**config.mk**
```make
export PLATFORM = sky130hd
export DESIGN_NAME = stepper_command_frame_scheduler
export DESIGN_NICKNAME = d
export VERILOG_FILES = /design/src/rtl/scf_pkg.sv /design/src/rtl/scf_framer.sv /design/src/rtl/stepper_command_frame_scheduler.sv
export SDC_FILE = /design/constraint.sdc
export NUM_CORES = 1
export LEC_CHECK = 0
export ABC_AREA = 0
export BUFFER_PORTS_ARGS = -buffer_cell sky130_fd_sc_hd__buf_4
export CAP_MARGIN = 15
export CORE_ASPECT_RATIO = 0.9
export CORE_UTILIZATION = 50
export DETAILED_ROUTE_END_ITERATION = 16
export PLACE_DENSITY = 0.67
export SKIP_CTS_REPAIR_TIMING = 1
export SLEW_MARGIN = 40
export SYNTH_ARGS = -nofsm -noshare
export SYNTH_HDL_FRONTEND = slang
export SYNTH_SLANG_ARGS = --single-unit
```
**constraint.sdc**
```tcl
create_clock -name clk -period 5.5 [get_ports clk]
set_input_delay 1.1 -clock clk [delete_from_list [all_inputs] [get_ports clk]]
set_output_delay 1.1 -clock clk [all_outputs]
set_load 0.03 [all_outputs]
```
**src/rtl/scf_pkg.sv**
```systemverilog
package scf_pkg;

    localparam int MOTOR_COUNT = 5;
    localparam int SLOT_COUNT  = 6;
    localparam int MOTOR_W     = 3;
    localparam int SLOT_W      = 3;
    localparam int BYTE_IDX_W  = 4;

    localparam logic [1:0] OP_TICK     = 2'd0;
    localparam logic [1:0] OP_SPEED    = 2'd1;
    localparam logic [1:0] OP_POSITION = 2'd2;

    localparam logic [SLOT_W-1:0] SLOT_LAST_SPEED = 3'd3;
    localparam logic [SLOT_W-1:0] SLOT_SYNC       = 3'd4;
    localparam logic [SLOT_W-1:0] SLOT_POSITION   = 3'd5;
    localparam logic [SLOT_W-1:0] SLOT_MAX        = SLOT_W'(SLOT_COUNT - 1);

    // Table entry that holds the position frame's motor.
    localparam logic [MOTOR_W-1:0] POS_MOTOR_IDX = MOTOR_W'(MOTOR_COUNT - 1);

    localparam logic [7:0] CMD_SPEED    = 8'hF6;
    localparam logic [7:0] CMD_POSITION = 8'hFD;
    localparam logic [7:0] BCAST_ADDR   = 8'h00;
    localparam logic [7:0] SYNC_MARK    = 8'hFF;
    localparam logic [7:0] SYNC_CMD     = 8'h66;
    localparam logic [7:0] FRAME_END    = 8'h6B;

    typedef struct packed {
        logic        direction;
        logic [15:0] speed;
        logic [7:0]  accel;
        logic [31:0] steps;
    } entry_t;

    typedef enum logic [2:0] {
        FR_SPEED    = 3'b001,
        FR_SYNC     = 3'b010,
        FR_POSITION = 3'b100
    } frame_kind_t;

    typedef struct packed {
        frame_kind_t             kind;
        logic [BYTE_IDX_W-1:0]   index;
        logic [MOTOR_W-1:0]      motor_idx;
    } frame_ctl_t;

    function automatic logic [BYTE_IDX_W-1:0] frame_last_index(frame_kind_t kind);
        logic [BYTE_IDX_W-1:0] last;
        unique case (kind)
            FR_SPEED:    last = 4'd7;
            FR_SYNC:     last = 4'd3;
            FR_POSITION: last = 4'd12;
            default:     last = 4'd3;
        endcase
        return last;
    endfunction

endpackage

```
**src/rtl/scf_framer.sv**
```systemverilog
module scf_framer
    import scf_pkg::*;
(
    input  frame_ctl_t  ctl,
    input  entry_t      entry,
    output logic [7:0]  frame_byte,
    output logic        byte_last
);

    logic [7:0] speed_byte;
    logic [7:0] sync_byte;
    logic [7:0] pos_byte;

    always_comb
    begin
        unique case (ctl.index)
            4'd0:    speed_byte = 8'(ctl.motor_idx) + 8'd1;
            4'd1:    speed_byte = CMD_SPEED;
            4'd2:    speed_byte = {7'd0, entry.direction};
            4'd3:    speed_byte = entry.speed[15:8];
            4'd4:    speed_byte = entry.speed[7:0];
            4'd5:    speed_byte = 8'h00;
            4'd6:    speed_byte = 8'h01;
            default: speed_byte = FRAME_END;
        endcase
    end

    always_comb
    begin
        unique case (ctl.index)
            4'd0:    sync_byte = BCAST_ADDR;
            4'd1:    sync_byte = SYNC_MARK;
            4'd2:    sync_byte = SYNC_CMD;
            default: sync_byte = FRAME_END;
        endcase
    end

    always_comb
    begin
        unique case (ctl.index)
            4'd0:    pos_byte = 8'(POS_MOTOR_IDX) + 8'd1;
            4'd1:    pos_byte = CMD_POSITION;
            4'd2:    pos_byte = 8'h01;
            4'd3:    pos_byte = entry.speed[15:8];
            4'd4:    pos_byte = entry.speed[7:0];
            4'd5:    pos_byte = entry.accel;
            4'd6:    pos_byte = entry.steps[31:24];
            4'd7:    pos_byte = entry.steps[23:16];
            4'd8:    pos_byte = entry.steps[15:8];
            4'd9:    pos_byte = entry.steps[7:0];
            4'd10:   pos_byte = 8'h01;
            4'd11:   pos_byte = 8'h00;
            default: pos_byte = FRAME_END;
        endcase
    end

    always_comb
    begin
        unique case (ctl.kind)
            FR_SPEED:    frame_byte = speed_byte;
            FR_SYNC:     frame_byte = sync_byte;
            FR_POSITION: frame_byte = pos_byte;
            default:     frame_byte = sync_byte;
        endcase
    end

    assign byte_last = (ctl.index == frame_last_index(ctl.kind));

endmodule

```
**src/rtl/stepper_command_frame_scheduler.sv**
```systemverilog
// Stepper command frame scheduler: a five-entry target table lives in a
// synchronous memory, updated by set-speed and set-position commands and read
// on each tick to build the frame for the current slot, sent one byte per
// transaction. A set command reads the table entry, then writes it back. A
// tick reads the table entry, then sends its frame one byte at a time through
// the single output byte register; no frame is sent when the slot's motor is
// not pending. The block accepts the next item while the final byte still waits.
module stepper_command_frame_scheduler
    import scf_pkg::*;
(
    input  logic               clk,
    input  logic               rst_n,

    input  logic               in_valid,
    output logic               in_stall,
    input  logic [1:0]         opcode,
    input  logic [2:0]         motor,
    input  logic signed [16:0] speed,
    input  logic [7:0]         accel,
    input  logic [31:0]        step_count,

    output logic               out_valid,
    input  logic               out_stall,
    output logic [7:0]         tx_byte,
    output logic               frame_last
);

    typedef enum logic [2:0] {
        ST_IDLE = 3'b001,
        ST_EXEC = 3'b010,
        ST_SEND = 3'b100
    } state_t;

    state_t state_reg, state_next;

    // Target table and its read port.
    entry_t               table_mem [0:MOTOR_COUNT-1];
    entry_t               rd_data_reg;
    logic                 rd_valid_reg;
    logic [MOTOR_COUNT-1:0] written_reg;
    logic [MOTOR_COUNT-1:0] pending_reg;

    logic [SLOT_W-1:0]    slot_reg;
    logic [SLOT_W-1:0]    slot_next;

    // Latched command.
    logic [1:0]           cmd_op_reg;
    logic                 cmd_ok_reg;
    logic [MOTOR_W-1:0]   cmd_idx_reg;
    logic [SLOT_W-1:0]    cmd_slot_reg;
    logic signed [16:0]   cmd_speed_reg;
    logic [7:0]           cmd_accel_reg;
    logic [31:0]          cmd_steps_reg;

    frame_ctl_t           frame_reg;
    frame_ctl_t           frame_next;

    logic                 out_valid_reg;
    logic [7:0]           tx_byte_reg;
    logic                 frame_last_reg;

    logic                 in_accept;
    logic                 motor_ok;
    logic [MOTOR_W-1:0]   acc_idx;
    entry_t               entry_cur;
    entry_t               entry_new;
    logic                 wr_en;
    logic [16:0]          neg_mag;
    logic [15:0]          speed_mag;
    logic                 emit;
    logic                 out_load;
    logic [7:0]           fr_byte;
    logic                 fr_last;

    assign in_stall  = (state_reg != ST_IDLE);
    assign in_accept = in_valid && !in_stall;

    assign slot_next = (slot_reg == SLOT_MAX) ? '0 : slot_reg + 3'd1;
    assign motor_ok  = (motor >= 3'd1) && (32'(motor) <= MOTOR_COUNT);

    always_comb
    begin
        if (opcode == OP_TICK)
        begin
            acc_idx = (slot_next <= SLOT_LAST_SPEED) ? slot_next : POS_MOTOR_IDX;
        end
        else if (motor_ok)
        begin
            acc_idx = motor - 3'd1;
        end
        else
        begin
            acc_idx = '0;
        end
    end

    // An entry never written reads as its reset value of zero.
    assign entry_cur = rd_valid_reg ? rd_data_reg : '0;

    assign neg_mag   = 17'(-cmd_speed_reg);
    assign speed_mag = neg_mag[16] ? 16'hFFFF : neg_mag[15:0];

    always_comb
    begin
        entry_new = entry_cur;
        if (cmd_op_reg == OP_SPEED)
        begin
            entry_new.direction = cmd_speed_reg[16];
            entry_new.speed     = cmd_speed_reg[16] ? speed_mag : cmd_speed_reg[15:0];
        end
        else
        begin
            entry_new.speed = cmd_speed_reg[15:0];
            entry_new.accel = cmd_accel_reg;
            entry_new.steps = cmd_steps_reg;
        end
    end

    assign wr_en = (state_reg == ST_EXEC) && cmd_ok_reg &&
                   ((cmd_op_reg == OP_SPEED) || (cmd_op_reg == OP_POSITION));

    assign emit = (cmd_slot_reg == SLOT_SYNC) || pending_reg[cmd_idx_reg];

    assign out_load = (state_reg == ST_SEND) && (!out_valid_reg || !out_stall);

    always_comb
    begin
        frame_next = frame_reg;
        if (state_reg == ST_EXEC)
        begin
            frame_next.index     = '0;
            frame_next.motor_idx = cmd_idx_reg;
            if (cmd_slot_reg <= SLOT_LAST_SPEED)
            begin
                frame_next.kind = FR_SPEED;
            end
            else if (cmd_slot_reg == SLOT_SYNC)
            begin
                frame_next.kind = FR_SYNC;
            end
            else
            begin
                frame_next.kind = FR_POSITION;
            end
        end
        else if (out_load)
        begin
            frame_next.index = frame_reg.index + 4'd1;
        end
    end

    always_comb
    begin
        state_next = state_reg;
        unique case (state_reg)
            ST_IDLE:
            begin
                if (in_accept)
                begin
                    state_next = ST_EXEC;
                end
            end
            ST_EXEC:
            begin
                if ((cmd_op_reg == OP_TICK) && emit)
                begin
                    state_next = ST_SEND;
                end
                else
                begin
                    state_next = ST_IDLE;
                end
            end
            ST_SEND:
            begin
                if (out_load && fr_last)
                begin
                    state_next = ST_IDLE;
                end
            end
            default:
            begin
                state_next = ST_IDLE;
            end
        endcase
    end

    scf_framer u_framer (
        .ctl        (frame_reg),
        .entry      (entry_cur),
        .frame_byte (fr_byte),
        .byte_last  (fr_last)
    );

    always_ff @(posedge clk)
    begin
        if (wr_en)
        begin
            table_mem[cmd_idx_reg] <= entry_new;
        end
        if (in_accept)
        begin
            rd_data_reg <= table_mem[acc_idx];
        end
    end

    always_ff @(posedge clk or negedge rst_n)
    begin
        if (!rst_n)
        begin
            state_reg      <= ST_IDLE;
            slot_reg       <= '0;
            pending_reg    <= '1;
            written_reg    <= '0;
            rd_valid_reg   <= 1'b0;
            cmd_op_reg     <= OP_TICK;
            cmd_ok_reg     <= 1'b0;
            cmd_idx_reg    <= '0;
            cmd_slot_reg   <= '0;
            frame_reg      <= '{kind: FR_SYNC, index: '0, motor_idx: '0};
            out_valid_reg  <= 1'b0;
        end
        else
        begin
            state_reg <= state_next;
            frame_reg <= frame_next;

            if (in_accept)
            begin
                rd_valid_reg <= written_reg[acc_idx];
                cmd_op_reg   <= opcode;
                cmd_ok_reg   <= motor_ok;
                cmd_idx_reg  <= acc_idx;
                cmd_slot_reg <= slot_next;
                if (opcode == OP_TICK)
                begin
                    slot_reg <= slot_next;
                end
            end

            // The sync slot shares the position motor's table index but leaves
            // its pending mark alone.
            if (wr_en)
            begin
                written_reg[cmd_idx_reg] <= 1'b1;
                pending_reg[cmd_idx_reg] <= 1'b1;
            end
            else if ((state_reg == ST_EXEC) && (cmd_op_reg == OP_TICK) &&
                     (cmd_slot_reg != SLOT_SYNC) && emit)
            begin
                pending_reg[cmd_idx_reg] <= 1'b0;
            end

            if (out_load)
            begin
                out_valid_reg <= 1'b1;
            end
            else if (!out_stall)
            begin
                out_valid_reg <= 1'b0;
            end
        end
    end

    always_ff @(posedge clk)
    begin
        if (in_accept)
        begin
            cmd_speed_reg <= speed;
            cmd_accel_reg <= accel;
            cmd_steps_reg <= step_count;
        end
        if (out_load)
        begin
            tx_byte_reg    <= fr_byte;
            frame_last_reg <= fr_last;
        end
    end

    assign out_valid  = out_valid_reg;
    assign tx_byte    = tx_byte_reg;
    assign frame_last = frame_last_reg;

endmodule

```
=== Word-level counts from Yosys, hierarchy flattened ===
Memory sizes are Yosys's and may differ from the RTL's. A register that Yosys moved wholly into a read port is not among the register bits.
Cells that the tools add are included.

* Register bits after elaboration: 103
* Latch bits: 0
* Bits in writable memories: 285
* ROM bits: 0
* Input bits: 66
* Output and inout bits: 11
* Word-level logic and storage cells: 121
* Memories: 1

{| class="wikitable"
|+ Memory list
! memory !! words !! bits a word !! rd ports !! clocked after memory_dff !! wr ports !! RTL line !! text
|-
| table_mem || 5 || 57 || 1 || 1 || 1 || stepper_command_frame_scheduler.sv:37 || <nowiki>entry_t table_mem [0:MOTOR_COUNT-1];</nowiki>
|}

* Add/subtract/negate cells: 5
* Multipliers: 0
* Divide/modulo/power cells: 0
* $lt $le $gt $ge: 7
* Eq/ne operators: 26
* Shifts and indexed selects: 0
* Muxes and demuxes: 35
* Bitwise gates (word level): 4
* Reductions and logical operators: 25

{| class="wikitable"
|+ Operator list
! kind !! count
|-
| $pmux 8 s11 || 1
|-
| $mux 57 || 1
|-
| $pmux 8 s7 || 1
|-
| $mux 16 || 3
|-
| $mux 40 || 1
|-
| $mux 3 || 9
|-
| $pmux 8 s3 || 1
|-
| $neg 17->17 || 1
|-
| $eq 4x3->1 const B || 4
|-
| $eq 4x4->1 const B || 4
|-
| $pmux 8 s2 || 1
|-
| $eq 3x3->1 const B || 4
|-
| $logic_and 1x1->1 || 11
|-
| $mux 5 || 2
|-
| $or 5x5->5 || 2
|-
| $pmux 3 s3 || 1
|-
| $eq 4x2->1 const B || 2
|-
| $lt 3x4->1 const B || 2
|-
| $mux 1 || 8
|-
| $mux 4 || 2
|-
| $pmux 4 s2 || 1
|-
| $bmux 1 s3 || 2
|-
| $eq 3x1->1 const B || 2
|-
| $ge 3x1->1 const B || 2
|-
| other kinds (25) || 34
|}

=== Longest topological paths before layout ===
* Depth after elaboration: 8
* Depth in mapped cells: 9
* Depth with buffers taken out: 8

=== Modules after synthesis ===
From an unflattened synthesis, not the netlist that was laid out.

* Cells, all modules: 1265
* Area total of the unflattened synthesis: 18821.8 sq um

{| class="wikitable"
|+ By module, submodules not included
! module !! instances !! cells each !! area each (sq um) !! sequential area each (sq um)
|-
| stepper_command_frame_scheduler || 1 || 1120 || 17803.3 || 13186.4
|-
| scf_framer || 1 || 145 || 1018.5 || 0.0
|}

=== Worst setup path after synthesis ===
No wires, ideal clock.

* Path type: in2reg
* From: input port in_valid
* To: register cmd_accel_reg[0], enable pin
* Setup time: 1145 ps
* Arrival time: 3511 ps
* Data required time: 4355 ps
* Path slack: 844 ps
* Stages: 2
* Buffers on the path: 0
* Cells stage by stage: nand3_1 clkinv_1

* Cells in the longest elaborated chain, start to end: 1

{| class="wikitable"
|+ Ends and longest elaborated chain
! what !! RTL line !! text
|-
| start, declared || stepper_command_frame_scheduler.sv:14 || <nowiki>input logic in_valid,</nowiki>
|-
| $logic_and 1x1->1 || stepper_command_frame_scheduler.sv:76 || <nowiki>assign in_accept = in_valid && !in_stall;</nowiki>
|-
| named net in_accept || stepper_command_frame_scheduler.sv:62 || <nowiki>logic in_accept;</nowiki>
|-
| end signal, assigned || stepper_command_frame_scheduler.sv:270 || <nowiki>cmd_accel_reg <= accel;</nowiki>
|-
| end, declared || stepper_command_frame_scheduler.sv:52 || <nowiki>logic [7:0] cmd_accel_reg;</nowiki>
|}

The timed path passes the listed nets, and every way through them passes these cells.
A chain may end at the register's enable or synchronous reset.

=== Final worst setup path ===
* From: register state_reg[1]
* To: memory table_mem[4][20] in the netlist's numbering, enable pin

* Cells in the longest elaborated chain, start to end: 5

{| class="wikitable"
|+ Ends and longest elaborated chain
! what !! RTL line !! text
|-
| start, declared || stepper_command_frame_scheduler.sv:34 || <nowiki>state_t state_reg, state_next;</nowiki>
|-
| start signal, assigned || stepper_command_frame_scheduler.sv:225 || <nowiki>state_reg <= state_next;</nowiki>
|-
| $eq 3x2->1 || stepper_command_frame_scheduler.sv:119 || <nowiki>assign wr_en = (state_reg == ST_EXEC) && cmd_ok_reg &&</nowiki>
|-
| $logic_and 1x1->1 (2 in series) || stepper_command_frame_scheduler.sv:119 ||
|-
| $mux 1 || stepper_command_frame_scheduler.sv:197 || <nowiki>if (wr_en)</nowiki>
|-
| $mux 1 (not written as such) || stepper_command_frame_scheduler.sv:199 || <nowiki>table_mem[cmd_idx_reg] <= entry_new;</nowiki>
|-
| end, declared || stepper_command_frame_scheduler.sv:37 ||
|}

No other way between the ends.

==> impl_results.md <==
- Largest net degree at the start of global routing: slightly below 60
- Crit path required time: about 5700 ps
- Max reg flops: roughly 290
- Max Used Layer: met4
- Layout cell share with drive strength beyond 1: 15.3%
- Clk_skew: around 24 ps
- Maximum VDD drop: around 0.2 mV
- Crit path time final: 3190 ps
- RR Startpoint: state_reg[1]$_DFFE_PN0P_
- GR Util All Layers: a little over a fifth
- Hold_ws: about 460 ps
- Worst setup endpoint: table_mem[4][20]$_DFFE_PP_
- Synthesized area: between 15000 and 20000 um^2
- Hold WC Path Type: reg -> reg
- Diode count: 0
- Crit Reg-Reg Endpoint: table_mem[4][20]$_DFFE_PP_
- TritonCTS buffer count: between 40 and 50
- Max cap viols: 0
- Rel. slew slack: roughly 42%
- Die area: around 37000 um^2
- Critical path class: reg -> reg
- CP endpoint kind: flop
- Fmax: around 310 MHz
- # rows: 65
- H-tree Lvls: 2
- Fin. max-slew vios: 0
- DR DRC count: 0
- Clk_lat worst skew: 560 ps
- Syn avg cell area: roughly 15 um^2
- Die width: 202 um
- Dpl ws: 1910 ps
- Worst-Margin Slew: 877 ps
- Post-DRT Antenna Nets: 0
- Asr flop ratio synth: ~8.3%
- Avg Vias per Cell: about 5.7
- Layout net count: about 1400
- # setup viols final: 0
- Pre-antenna DRT Iters: 6
- Reg2Reg Setup Slack: about 2300 ps
- Final WS setup: approximately 2300 ps
- R2R depth: 6
- Launch point of the worst path: state_reg[1]$_DFFE_PN0P_
- Routed length per instance: ~22 um
- Max clock buf depth: 3
- Metal2 WL: about 18000 um
- Synth Net Count: about 1300
- Filler Cells Inserted: approximately 2700
- CTS sink count: between 400 and 500
- Routability-driven placement congestion ratio: 0.969
- Core Area: 35200 um^2
- Most frequently used flop master after synthesis: edfxtp_1
- CP max FO: 42
- Power density over the cells: a little over 400 nW/um^2
- Post-Syn Instances: between 1000 and 1500
- Via count: roughly 10000
- Initial Utilization: around half
- Die H: 182 um
- Root Driver: clkbuf_16
- Final core occ: approximately three fifths
- Multi-input gate area: roughly 4300 um^2
- CTS clk-pin slew, worst paths: ~60 ps
- First-pass GRT wire length: roughly 59000 um
- Seq/Total Area, Yosys: about 73%
- Met3 routed wirelength: about 2100 um
- Area growth syn-to-layout: 14.4%
- Io pins: 77
- Yosys cell types: between 50 and 60
- FF/Latch Area: 13200 um^2
- Post-synth EDFFs: ~410
- DRT met1 WL: 17600 um
- Remaining Overflow, GRT: 0
- Arrival time worst endpoint: approximately 3400 ps
- Hold depth: 1
- Leak: 7.59 nW
- Fin crit share: 57.9%
- Initial antenna violation count: 0
- Warnings from Yosys: 0
- Setup TNS: 0 ps
- Hold Fails Final Rpt: 0
- First-iteration detailed-routing DRC count: 929
- Leading cell types in the layout, fill and taps excluded: edfxtp_1, nand2_1, mux2i_1
- DP HPWL: around 23000 um
- Most common cell after layout, fill and taps aside: edfxtp_1
- TritonCTS clock tree: built
- Final WL: 38800 um
- Status: completed
- # port buffers: 76
- Worst setup SP type: flop
- Unrepaired setup endpoints after global routing: false
- Vias in the first global route: roughly 10000
- Post-synthesis register bit count: approximately 450
power breakdown:
group,internal [mW],switching (mW)
Sequential,4.10,0.165
Clock,1.64,1.25
Combinational,0.521,0.871
Total,6.26,2.28
stage by stage:
step | power, mW | instance area [um^2] | instances
floorplan | 5.27 | 18000 | 1203
global placement | 5.68 | 19100 | 1706
detailed placement | 5.73 | 19200 | 1708
CTS | 8.59 | 20600 | 1784
global route | 8.88 | 20600 | 1784
finish | 8.54 | 20600 | 1784
final cells by class:
| type | instances | share of cell area [%] |
|---|---|---|
| sequential | 445 | 64.1 |
| tap | 469 | 2.85 |
| clock inverter | 25 | 1.06 |
| multi-input combinational | 633 | 21.1 |
| timing repair buffer | 103 | 4.14 |
| clock buffer | 51 | 5.59 |
| inverter | 58 | 1.08 |
critical path, cell delays in order, from the launching register on:
cell and delay (ps):
dfrtp_1 340, inv_1 60, nor3_1 210, buf_4 260
nand3_1 510, nor2_4 700, buf_4 680
cells in the mapped netlist (all sizes together) (4+ instances only):
cell	count	area, um^2
nand3	30	150
nand2	141	529
dfrtp	30	751
xor2	7	61.3
nor3	11	55.1
a221oi	4	35.0
a222oi	5	50.1
and2	5	31.3
or3b	4	35.0
dfstp	7	184
mux2i	118	1180
o211ai	4	30.0
buf	19	135
ha	12	150
o21ai	74	370
xnor2	13	114
nand2b	5	31.3
inv	57	214
mux2	4	45.0
edfxtp	408	12300
nor2	32	120
a22oi	11	82.6
o31ai	4	30.0
o221ai	58	508
nor3b	4	30.0
a21oi	21	105
or2	7	43.8
a221o	6	60.1
clkbuf	48	180
o22ai	8	50.1
nor2b	7	43.8
nand3b	5	37.5
worst min path at each step:
stage,from,to
after floorplan,written_reg[0]$_DFFE_PN0P_,written_reg[0]$_DFFE_PN0P_
after global placement,written_reg[4]$_DFFE_PN0P_,written_reg[4]$_DFFE_PN0P_
after detailed placement,written_reg[0]$_DFFE_PN0P_,written_reg[0]$_DFFE_PN0P_
after CTS,written_reg[0]$_DFFE_PN0P_,written_reg[0]$_DFFE_PN0P_
after global routing,written_reg[1]$_DFFE_PN0P_,written_reg[1]$_DFFE_PN0P_
final,written_reg[0]$_DFFE_PN0P_,written_reg[0]$_DFFE_PN0P_
cell families after synthesis:
kind of cell,synth area share [%]
adder cells (fa/ha/maj),0.835
flip-flops,73.4
buffers and inverters,2.97
AO/OA/AOI/OAI,8.21
AND/OR/NAND/NOR,6.84
XOR/XNOR,0.974
multiplexers,6.82
per-layer routing:
| metal | global-route usage, % | vias to the layer above |
|---|---|---|
| li1 | - | 4754 |
| met1 | 30.1 | 5080 |
| met2 | 34.7 | 324 |
| met3 | 3.43 | 54 |
| met4 | 6.18 | 0 |
| met5 | 0 | - |
Power figures use the tool's default switching activity.
